File: config.mk
export PLATFORM = sky130hd
export DESIGN_NAME = numeric_literal_scanner_top
export DESIGN_NICKNAME = d
export VERILOG_FILES = /design/src/rtl/nls_pkg.sv /design/src/rtl/nls_in_stage.sv /design/src/rtl/nls_core.sv /design/src/rtl/nls_out_stage.sv /design/src/rtl/numeric_literal_scanner_top.sv
export VERILOG_INCLUDE_DIRS = /design/src /design/src/rtl
export SDC_FILE = /design/constraint.sdc
export NUM_CORES = 1
export LEC_CHECK = 0
export ABC_AREA = 1
export BUFFER_PORTS_ARGS = -buffer_cell sky130_fd_sc_hd__buf_4
export CAP_MARGIN = 20
export CORE_AREA = 3 3 242 244
export DETAILED_ROUTE_END_ITERATION = 7
export DIE_AREA = 0 0 245 247
export MAX_ROUTING_LAYER = met4
export PLACE_DENSITY = 0.52
export RECOVER_POWER = 50
export SYNTH_ARGS = -nofsm -noshare
export SYNTH_HDL_FRONTEND = slang
export SYNTH_HIERARCHICAL = 1
export SYNTH_SLANG_ARGS = --single-unit
export TNS_END_PERCENT = 10
File: constraint.sdc
create_clock -name clk -period 5.8 [get_ports clk]
set_clock_uncertainty 0.1 [all_clocks]
set_input_delay 1.45 -clock clk [delete_from_list [all_inputs] [get_ports clk]]
set_output_delay 1.45 -clock clk [all_outputs]
set_load 0.02 [all_outputs]
File: src/rtl/numeric_literal_scanner_top_assert.svh
// assertion macros for the numeric literal scanner
`ifndef NUMERIC_LITERAL_SCANNER_TOP_ASSERT_SVH
`define NUMERIC_LITERAL_SCANNER_TOP_ASSERT_SVH
`ifndef ASSERT_OFF
// checked only outside reset
`define NLS_ASSERT(label, clk, rst, prop, msg) \
  label: assert property (@(posedge clk) disable iff (rst) prop) else $error(msg);
// checked at every edge, reset included
`define NLS_ASSERT_ALWAYS(label, clk, prop, msg) \
  label: assert property (@(posedge clk) prop) else $error(msg);
`else
`define NLS_ASSERT(label, clk, rst, prop, msg)
`define NLS_ASSERT_ALWAYS(label, clk, prop, msg)
`endif
`endif

File: src/rtl/nls_pkg.sv
// shared types, codes and character helpers of the numeric literal scanner
package nls_pkg;

  localparam int LENGTH_BITS_DEF = 8;

  localparam logic [15:0] CHAR_ZERO = 16'h0030;
  localparam logic [15:0] CHAR_NINE = 16'h0039;
  localparam logic [15:0] CHAR_DOT  = 16'h002E;
  localparam logic [15:0] CHAR_X    = 16'h0078;
  localparam logic [15:0] CHAR_A    = 16'h0061;
  localparam logic [15:0] CHAR_F    = 16'h0066;
  localparam logic [15:0] CASE_BIT  = 16'h0020;
  localparam logic [11:0] OCTET_MAX = 12'd255;

  localparam logic [1:0] FORM_DEC  = 2'd0;
  localparam logic [1:0] FORM_HEX  = 2'd1;
  localparam logic [1:0] FORM_QUAD = 2'd2;
  localparam logic [1:0] FORM_NONE = 2'd3;

  typedef struct packed {
    logic        token_start;
    logic [15:0] char_code;
  } item_t;

  typedef struct packed {
    logic [63:0] number_value;
    logic [7:0]  chars_consumed;
    logic        found;
    logic [1:0]  literal_form;
  } result_t;

  function automatic logic is_dec(input logic [15:0] c);
    return (c >= CHAR_ZERO) && (c <= CHAR_NINE);
  endfunction

  function automatic logic is_hex(input logic [15:0] c);
    logic [15:0] l;
    l = c | CASE_BIT;
    return is_dec(c) || ((l >= CHAR_A) && (l <= CHAR_F));
  endfunction

  // letters a..f have low nibble 1..6, value is nibble plus nine
  function automatic logic [3:0] hex_val(input logic [15:0] c);
    return is_dec(c) ? c[3:0] : c[3:0] + 4'd9;
  endfunction

endpackage

File: src/rtl/nls_in_stage.sv
// input register holding one character request
module nls_in_stage (
  input  logic              clk,
  input  logic              rst,
  input  logic              item_valid,
  output logic              item_ready,
  input  nls_pkg::item_t    item,
  input  logic              take,
  output logic              full,
  output nls_pkg::item_t    item_q
);

  assign item_ready = !full || take;

  always_ff @(posedge clk) begin
    if (rst) begin
      full <= 1'b0;
    end else if (item_valid && item_ready) begin
      full <= 1'b1;
    end else if (take) begin
      full <= 1'b0;
    end
  end

  always_ff @(posedge clk) begin
    if (item_valid && item_ready) begin
      item_q <= item;
    end
  end

endmodule

File: src/rtl/nls_core.sv
// scan state and the per-character step logic
module nls_core #(
  parameter int LENGTH_BITS = nls_pkg::LENGTH_BITS_DEF
) (
  input  logic              clk,
  input  logic              rst,
  input  logic              go,
  input  nls_pkg::item_t    item_q,
  output logic              emit,
  output nls_pkg::result_t  res
);

  localparam logic [2:0] PH_IDLE      = 3'd0;
  localparam logic [2:0] PH_ZERO      = 3'd1;
  localparam logic [2:0] PH_HEX_FIRST = 3'd2;
  localparam logic [2:0] PH_HEX_RUN   = 3'd3;
  localparam logic [2:0] PH_BOTH      = 3'd4;
  localparam logic [2:0] PH_QUAD      = 3'd5;
  localparam logic [2:0] PH_DEC       = 3'd6;

  logic [2:0]             phase, phase_next;
  logic [63:0]            acc, acc_next;
  logic [31:0]            quad, quad_next;
  logic [11:0]            octet, octet_next;
  logic [2:0]             digits, digits_next;
  logic [1:0]             oct_idx, oct_idx_next;
  logic [LENGTH_BITS-1:0] first_len, first_len_next;
  logic [LENGTH_BITS-1:0] total_len, total_len_next;

  always_comb begin
    logic [15:0]            c;
    logic                   dec;
    logic                   hex;
    logic [3:0]             d;
    logic [11:0]            x;
    logic [63:0]            acc10;
    logic [2:0]             digits_inc;
    logic [31:0]            quad_shift;
    logic [LENGTH_BITS-1:0] first_inc;
    logic [LENGTH_BITS-1:0] total_inc;
    logic                   is_x;
    logic                   do_both;
    logic                   dec_out;

    c          = item_q.char_code;
    dec        = nls_pkg::is_dec(c);
    hex        = nls_pkg::is_hex(c);
    d          = c[3:0];
    x          = 12'(octet << 3) + 12'(octet << 1) + 12'(d);
    acc10      = (acc << 3) + (acc << 1) + 64'(d);
    digits_inc = digits + 3'd1;
    quad_shift = {quad[23:0], octet[7:0]};
    first_inc  = (first_len == '1) ? first_len : first_len + LENGTH_BITS'(1);
    total_inc  = (total_len == '1) ? total_len : total_len + LENGTH_BITS'(1);
    is_x       = (c | nls_pkg::CASE_BIT) == nls_pkg::CHAR_X;
    do_both    = 1'b0;
    dec_out    = 1'b0;

    phase_next     = phase;
    acc_next       = acc;
    quad_next      = quad;
    octet_next     = octet;
    digits_next    = digits;
    oct_idx_next   = oct_idx;
    first_len_next = first_len;
    total_len_next = total_len;
    emit           = 1'b0;
    res            = '0;

    if (go) begin
      if (item_q.token_start) begin
        quad_next    = '0;
        oct_idx_next = '0;
        if (!dec) begin
          acc_next       = '0;
          octet_next     = '0;
          digits_next    = '0;
          first_len_next = '0;
          total_len_next = '0;
          emit           = 1'b1;
          res.literal_form = nls_pkg::FORM_NONE;
          phase_next     = PH_IDLE;
        end else begin
          acc_next       = 64'(d);
          octet_next     = 12'(d);
          digits_next    = 3'd1;
          first_len_next = LENGTH_BITS'(1);
          total_len_next = LENGTH_BITS'(1);
          phase_next     = (c == nls_pkg::CHAR_ZERO) ? PH_ZERO : PH_BOTH;
        end
      end else begin
        unique case (phase)
          PH_ZERO: begin
            if (is_x) begin
              acc_next       = '0;
              total_len_next = total_inc;
              phase_next     = PH_HEX_FIRST;
            end else begin
              phase_next = PH_BOTH;
              do_both    = 1'b1;
            end
          end
          PH_HEX_FIRST: begin
            if (!hex) begin
              emit               = 1'b1;
              res.chars_consumed = 8'(total_len);
              res.literal_form   = nls_pkg::FORM_NONE;
              phase_next         = PH_IDLE;
            end else begin
              acc_next       = 64'(nls_pkg::hex_val(c));
              total_len_next = total_inc;
              phase_next     = PH_HEX_RUN;
            end
          end
          PH_HEX_RUN: begin
            if (!hex) begin
              emit               = 1'b1;
              res.number_value   = acc;
              res.chars_consumed = 8'(total_len);
              res.found          = 1'b1;
              res.literal_form   = nls_pkg::FORM_HEX;
              phase_next         = PH_IDLE;
            end else begin
              acc_next       = {acc[59:0], nls_pkg::hex_val(c)};
              total_len_next = total_inc;
            end
          end
          PH_BOTH: begin
            do_both = 1'b1;
          end
          PH_QUAD: begin
            if (dec) begin
              digits_next    = digits_inc;
              total_len_next = total_inc;
              if (digits_inc > 3'd3 || x > nls_pkg::OCTET_MAX) begin
                dec_out = 1'b1;
              end else begin
                octet_next = x;
              end
            end else if (digits == 3'd0) begin
              dec_out = 1'b1;
            end else begin
              quad_next = quad_shift;
              if (oct_idx == 2'd3) begin
                emit               = 1'b1;
                res.number_value   = 64'(quad_shift);
                res.chars_consumed = 8'(total_len);
                res.found          = 1'b1;
                res.literal_form   = nls_pkg::FORM_QUAD;
                phase_next         = PH_IDLE;
              end else if (c == nls_pkg::CHAR_DOT) begin
                oct_idx_next   = oct_idx + 2'd1;
                digits_next    = '0;
                octet_next     = '0;
                total_len_next = total_inc;
              end else begin
                dec_out = 1'b1;
              end
            end
          end
          PH_DEC: begin
            if (!dec) begin
              dec_out = 1'b1;
            end else begin
              acc_next       = acc10;
              first_len_next = first_inc;
            end
          end
          default: begin
            phase_next = PH_IDLE;
          end
        endcase

        // digit run shared by the undecided phases
        if (do_both) begin
          if (dec) begin
            acc_next       = acc10;
            first_len_next = first_inc;
            total_len_next = total_inc;
            digits_next    = digits_inc;
            if (digits_inc > 3'd3 || x > nls_pkg::OCTET_MAX) begin
              phase_next = PH_DEC;
            end else begin
              octet_next = x;
            end
          end else if (c == nls_pkg::CHAR_DOT) begin
            quad_next      = 32'(octet);
            oct_idx_next   = 2'd1;
            digits_next    = '0;
            octet_next     = '0;
            total_len_next = total_inc;
            phase_next     = PH_QUAD;
          end else begin
            dec_out = 1'b1;
          end
        end

        // fall back to the first decimal run
        if (dec_out) begin
          emit               = 1'b1;
          res.number_value   = acc;
          res.chars_consumed = 8'(first_len);
          res.found          = 1'b1;
          res.literal_form   = nls_pkg::FORM_DEC;
          phase_next         = PH_IDLE;
        end
      end
    end
  end

  always_ff @(posedge clk) begin
    if (rst) begin
      phase     <= PH_IDLE;
      acc       <= '0;
      quad      <= '0;
      octet     <= '0;
      digits    <= '0;
      oct_idx   <= '0;
      first_len <= '0;
      total_len <= '0;
    end else begin
      phase     <= phase_next;
      acc       <= acc_next;
      quad      <= quad_next;
      octet     <= octet_next;
      digits    <= digits_next;
      oct_idx   <= oct_idx_next;
      first_len <= first_len_next;
      total_len <= total_len_next;
    end
  end

endmodule

File: src/rtl/nls_out_stage.sv
// result register towards the consumer
module nls_out_stage (
  input  logic              clk,
  input  logic              rst,
  input  logic              load,
  input  nls_pkg::result_t  load_data,
  output logic              space,
  output logic              result_valid,
  input  logic              result_ready,
  output nls_pkg::result_t  result
);

  assign space = !result_valid || result_ready;

  always_ff @(posedge clk) begin
    if (rst) begin
      result_valid <= 1'b0;
    end else if (load) begin
      result_valid <= 1'b1;
    end else if (result_ready) begin
      result_valid <= 1'b0;
    end
  end

  always_ff @(posedge clk) begin
    if (load) begin
      result <= load_data;
    end
  end

endmodule

File: src/rtl/numeric_literal_scanner_top.sv
// top level of the numeric literal scanner
//
//   channel  direction  handshake                    payload
//   item     in         item_valid / item_ready      nls_pkg::item_t
//   result   out        result_valid / result_ready  nls_pkg::result_t
//
// one character per cycle while the result is not stalled, set by the single step of the scan logic
// a character waits in the input register, the scan step on it is combinational, its result goes to the result register
// synchronous reset puts the scanner in idle, no clearing pass
// a stalled result holds the scan, the input register still takes one more request
`include "numeric_literal_scanner_top_assert.svh"

module numeric_literal_scanner_top #(
  parameter int LENGTH_BITS = nls_pkg::LENGTH_BITS_DEF
) (
  input  logic              clk,
  input  logic              rst,
  input  logic              item_valid,
  output logic              item_ready,
  input  nls_pkg::item_t    item,
  output logic              result_valid,
  input  logic              result_ready,
  output nls_pkg::result_t  result
);

  logic             in_full;     // a request waits in the input register
  nls_pkg::item_t   item_q;      // that request
  logic             space;       // result register free at the next edge
  logic             go;          // step the scan on the held request
  logic             emit;        // this step decides a literal
  nls_pkg::result_t step_res;    // the decided result

  // a step only runs when its result, if any, has somewhere to go
  assign go = in_full && space;

  nls_in_stage u_in (
    .clk        (clk),
    .rst        (rst),
    .item_valid (item_valid),
    .item_ready (item_ready),
    .item       (item),
    .take       (go),
    .full       (in_full),
    .item_q     (item_q)
  );

  nls_core #(
    .LENGTH_BITS (LENGTH_BITS)
  ) u_core (
    .clk    (clk),
    .rst    (rst),
    .go     (go),
    .item_q (item_q),
    .emit   (emit),
    .res    (step_res)
  );

  nls_out_stage u_out (
    .clk          (clk),
    .rst          (rst),
    .load         (go && emit),
    .load_data    (step_res),
    .space        (space),
    .result_valid (result_valid),
    .result_ready (result_ready),
    .result       (result)
  );

  // a failed scan never reports a value
  `NLS_ASSERT(a_fail_zero, clk, rst,
    result_valid && !result.found |-> result.number_value == 64'd0,
    "failed scan with nonzero value")
  // found and the none form go together
  `NLS_ASSERT(a_found_form, clk, rst,
    result_valid |-> (result.found == (result.literal_form != nls_pkg::FORM_NONE)),
    "found flag disagrees with form")
  // a full input register behind a stalled result refuses new requests
  `NLS_ASSERT(a_stall_block, clk, rst,
    in_full && result_valid && !result_ready |-> !item_ready,
    "request taken while stalled")
  // a decided step always shows its result next cycle
  `NLS_ASSERT(a_emit_shows, clk, rst, go && emit |=> result_valid, "decided result lost")

endmodule
After elaboration in Yosys (flattened, before gate mapping)
Index checks and enable logic that the tools add are counted.
Widths: inputs -> output; s select.
{ "word_totals": {"regBits": 226, "input_bits": 21, "word_cells": 184} }
{ "classes": {"add_sub_neg": 9, "order_cmp": 6, "eq_ne": 12, "n_mux": 123, "bitwise": 1, "reduce_logical": 17} }
{ "ops": {"columns": ["operator", "count"], "rows": [
  ["$mux 64", 7],
  ["$mux 75", 4],
  ["$pmux 64 s4", 1],
  ["$mux 32", 7],
  ["$mux 8", 18],
  ["$mux 12", 11],
  ["$pmux 64 s2", 1],
  ["$mux 3", 22],
  ["$add 64x4->64", 1],
  ["$add 64x64->64", 1],
  ["$pmux 8 s3", 2],
  ["$mux 43", 1],
  ["$eq 16x6->1 const B", 2],
  ["$mux 1", 27],
  ["$mux 2", 13],
  ["$add 8x1->8 const B", 2],
  ["$eq 8x8->1 const B", 2],
  ["$ge 16x6->1 const B", 1],
  ["$ge 16x7->1 const B", 1],
  ["$le 16x6->1 const B", 1],
  ["$le 16x7->1 const B", 1],
  ["$eq 15x6->1 const B", 1],
  ["$pmux 3 s5", 1],
  ["$add 12x12->12", 1],
  ["20 further kinds", 39]
]} }

Depth between registers and ports, before layout
{ "depth": {"word_depth": 17, "depth_mapped": 22, "ltp_nobuf": 22} }

Cells and area by module
Netlist, hierarchy kept.
{ "modules_own_cells": {"columns": ["module", "n_inst", "cells_per_inst", "area_per_inst_um2", "seq_area_each_um2"], "rows": [
  ["nls_core", 1, 3090, 16937.5, 2482.4],
  ["nls_out_stage", 1, 80, 2294.7, 2272.2],
  ["nls_in_stage", 1, 23, 558.0, 530.5],
  ["numeric_literal_scanner_top", 1, 4, 17.5, 0.0]
]} }

Worst setup path after synthesis
No wires, ideal clock.
{ "synth_path": {"path_type": "input to register", "startpoint": "input result_ready", "endpoint": "register u_out/result[0] (netlist name)", "arrival_time_ps": 4629, "required_ps": 5251, "setup_slack_ps": 621, "cell_stages": 12, "path_buffers": 2, "cell_sequence": "inv_1 nand2_2 nand2_1 inv_1 clkbuf_1 inv_1 clkbuf_1 nor2_1 o31ai_1 inv_1 inv_1 nor2_2"} }
{ "synth_between": {"elab_chain_cells": 4} }
{ "synth_rtl": {"columns": ["item", "line_no", "source"], "rows": [
  ["from (decl)", "numeric_literal_scanner_top.sv:22", "input logic result_ready,"],
  ["$logic_or 1x1->1", "nls_out_stage.sv:13", "assign space = !result_valid || result_ready;"],
  ["via space", "numeric_literal_scanner_top.sv:28", "logic space;"],
  ["$logic_and 1x1->1", "numeric_literal_scanner_top.sv:34", "assign go = in_full && space;"],
  ["via go", "numeric_literal_scanner_top.sv:29", "logic go;"],
  ["$mux 1", "nls_core.sv:70", "if (go) begin"],
  ["via emit", "numeric_literal_scanner_top.sv:30", "logic emit;"],
  ["$logic_and 1x1->1", "numeric_literal_scanner_top.sv:61", ".load (go && emit),"]
]} }
The timed path passes the listed nets, and every way through them passes these cells.
A chain may end at the register's enable or synchronous reset.

Final worst setup path
{ "layout_path": {"startpoint": "register u_in/item_q[1] (netlist name)", "endpoint": "register u_core.acc[60]"} }
{ "layout_between": {"elab_chain_cells": 8, "word_cells_on_any_way": 21} }
{ "layout_rtl": {"columns": ["item", "line_no", "source"], "rows": [
  ["branches (longest 6 deep; another with $add 64x4->64)", null, null],
  ["$mux 64 *", "nls_core.sv:175", "if (do_both) begin"],
  ["$mux 64 *", "nls_core.sv:71", "if (item_q.token_start) begin"],
  ["to (signal assigned)", "nls_core.sv:223", "acc <= acc_next;"],
  ["to (decl)", "nls_core.sv:22", "logic [63:0] acc, acc_next;"]
]} }
Every way passes the cells marked *. The select of a mux whose other input is x is not followed.

==> flow_summary.ini <==
[power_and_ir_drop]
leakage_uw = 0.009433
ir_drop_v = 0.0001941
powerDensity_nw_per_um2 = 163.7

[sta]
drv_slew = 209
rsz0062_at_grt = false
fin_setup_tns_ns = 0
finalHoldViolations = 0
postLayoutSetupSlackWorst_ns = 0.7252
slew_headroom = -0.1898
max_freq_mhz = 197.1
worst_pin_slew_ns = 1.785
timing.final.crit_share = 0.8750
fin_crit_ns = 5.075
setup_viol = 0

[clock_tree]
clockBufferDepth = 3
cts_tree = yes
postCtsHoldBufs = 0
numCtsBuffers = 26
cts-resized-gates = 0
cts.reportedPaths.clkPinSlew_ns = 0.06
clk_latency_ns = 0.56
cts_setup_buffers = 0
clock-sinks = 218
h-tree-depth = 1
clockRootBuffer = clkbuf_16

[flow_run]
drv_cap = 4

[yosys]
synth_flop_cell = dfxtp_1
ys.warnings.count = 6
synth_edf_count = 92
syn-num-nets = 3374
synth.avg_cell_area_um2 = 6.196
ys_ff_latch = 218
ys_seq_area_frac = 0.2668
synthCells = 3197
synth_cell_types = 57
syn_area_um2 = 19810
synthArstFlopShare = 0

[grt]
grt_max_degree = 81
overflow = 0
antenna_found_initial = 0
grt_pass1_wl_um = 119200
grt_pass1_vias = 19980
track_usage = 0.2609

[worst_setup_path]
crit_path_start_kind = flop
worst_setup_path_end_kind = flop
timing.rr.end = u_core/acc[60]$_SDFFE_PP0P_
required_ns = 6.17
cp_max_fo = 50
r2r_cells = 13
rrSetupSlack_ns = 0.73
r2r-start = u_in/item_q[1]$_DFFE_PP_
worst-setup-path-type = reg -> reg
crit_start = u_in/item_q[1]$_DFFE_PP_
worstPathArrival_ns = 5.44

[drt]
wl_um = 79370
viasPerCell = 5.367
drc_errors = 0
wl_per_cell_um = 19.86
vias = 21450
drt_iter0_markers = 2062
drtAntennaViolNets = 0
first_pass_iters = 6

[cells_and_area]
num-nets-final = 3398
syn_to_final_growth_pct = 8.913
n_antenna_cell = 0
drive_above_1_share = 0.04566

[floorplanning]
ios = 98
core-area_um2 = 56500
die_area_um2 = 60520
fp-row-count = 87
initial_core_util = 0.3506
dieHeight_um = 247
dieWidth_um = 245

[outcome]
violations = max-capacitance violations, max-slew violations
outcome = finished with violations

[worst_hold_path]
hp-start = u_core/octet[11]$_SDFFE_PP0P_
hold_path_class = reg -> reg
hold_path_depth = 2
holdPathEnd = u_core/octet[11]$_SDFFE_PP0P_

[placement]
portBuffers = 97
place.detailed.hpwl_um = 58750
dp_slack_ns = 1.239
place_congestion = 1.031
## sequential cells by signal, indices dropped and copies added, names as in the netlist, 3 cells and up
signal	count
u_core/acc	64
u_core/digits	3
u_core/first_len	8
u_core/octet	12
u_core/phase	3
u_core/quad	24
u_core/total_len	8
u_in/item_q	17
u_out/result	75
## synth_stat cells (13+ instances only)
library cell	instances	area share
edfxtp_1	92	0.14
o211ai_1	43	0.016
nand4_1	49	0.015
inv_2	24	0.0045
ha_1	152	0.096
a22oi_1	13	0.0049
clkbuf_1	56	0.011
nand2_1	967	0.18
buf_2	45	0.011
o21ai_0	95	0.024
nand3_1	256	0.065
a21oi_1	355	0.090
o21ai_1	13	0.0033
o21bai_1	14	0.0053
a31oi_1	28	0.0088
nor2_1	292	0.055
nor3_1	26	0.0066
inv_1	425	0.081
dfxtp_1	126	0.13
## stage by stage
stage               instances  hold WS (ns)  area (um2)    util  power (uW)
floorplan                3197        0.3248       19810       -        1869
global placement         3948        0.3474       21100  0.3735        1982
detailed placement       3949        0.3595       21110  0.3736        1982
CTS                      3997        0.3683       21910  0.3879        3581
global route             3997        0.3859       21570  0.3819        3654
finish                   3997        0.3710       21570  0.3819        3533
## layout by cell type, fill, tap and decap left out, types with 5 or more instances in the layout
| master | count |
|---|---|
| a21oi_1 | 355 |
| xor2_1 | 9 |
| nor2_1 | 290 |
| or2_2 | 8 |
| nand2_2 | 8 |
| clkinv_2 | 9 |
| nand2_1 | 971 |
| o22ai_1 | 8 |
| o21ai_1 | 6 |
| nand4_1 | 50 |
| clkbuf_16 | 27 |
| o21ai_0 | 102 |
| nor4_1 | 9 |
| clkbuf_1 | 82 |
| nor3_1 | 27 |
| edfxtp_1 | 92 |
| clkbuf_4 | 18 |
| inv_2 | 21 |
| buf_4 | 15 |
| nor2_2 | 7 |
| a22oi_1 | 13 |
| a31oi_1 | 28 |
| ha_1 | 152 |
| inv_1 | 427 |
| clkinv_1 | 5 |
| nand3_1 | 256 |
| dfxtp_1 | 126 |
| o211ai_1 | 43 |
| nor2_4 | 6 |
| o21bai_1 | 14 |
## cell families (layout without fill, tap and decap cells)
logic type,after synthesis,after routing,synth area share
xor+xnor,12,12,0.005307
flops,218,218,0.2668
fa+ha+maj,156,156,0.1001
simple gates,1654,1654,0.3518
buf+inv,571,615,0.1138
compound gates,586,586,0.1622
## area by class of cell
| cell class | count | area [um2] |
|---|---|---|
| Timing Repair Buffer | 115 | 576.8 |
| Tap cell | 756 | 945.9 |
| Multi-Input combinational cell | 2408 | 12260 |
| Sequential cell | 218 | 5285 |
| Inverter | 452 | 1700 |
| Clock inverter | 16 | 111.4 |
| Fill cell | 6230 | 34920 |
| Clock buffer | 32 | 694.4 |
## report_power, final
part / total [uW] / switching (uW) / internal [uW]
sequential: 1650 / 25.4 / 1620
clock: 1600 / 704 / 895
combinational: 286 / 225 / 61.1
total: 3530 / 954 / 2580
## worst max-delay path, stage by stage (launching register included)
cell and delay (ns):
edfxtp_1 0.50, inv_1 0.23, ha_1 0.23, nor3_1 0.07
nor2_2 0.12, nand2_2 0.76, inv_1 0.94, nand2_2 0.35
inv_2 0.83, buf_4 0.40, a21oi_1 0.07, nand3_1 0.13
nand2_1 0.05, a21oi_1 0.12
## worst max path at each step
stage                                     end  slack [ns]  depth (start not counted)
3_3_place_gp   u_core/oct_idx[1]$_SDFFE_PP0P_        1.29                         13
2_1_floorplan       u_out/result[0]$_DFFE_PP_        0.62                         12
6_report          u_core/acc[60]$_SDFFE_PP0P_        0.73                         13
3_5_place_dp       u_out/result[49]$_DFFE_PP_        1.24                         18
5_1_grt         u_core/digits[1]$_SDFFE_PP0P_        0.53                         13
4_1_cts            u_out/result[49]$_DFFE_PP_        1.21                         18
## layer usage
metal | vias up | global-route usage | wire length [um]
met1 | 9906 | 0.3390 | 34560
met5 | - | - | 0
met3 | 174 | 0.02819 | 5131
li1 | 10528 | - | -
met2 | 842 | 0.4086 | 35430
met4 | 0 | 0.1223 | 4258
Note: power is estimated with default switching activity, not from simulation.
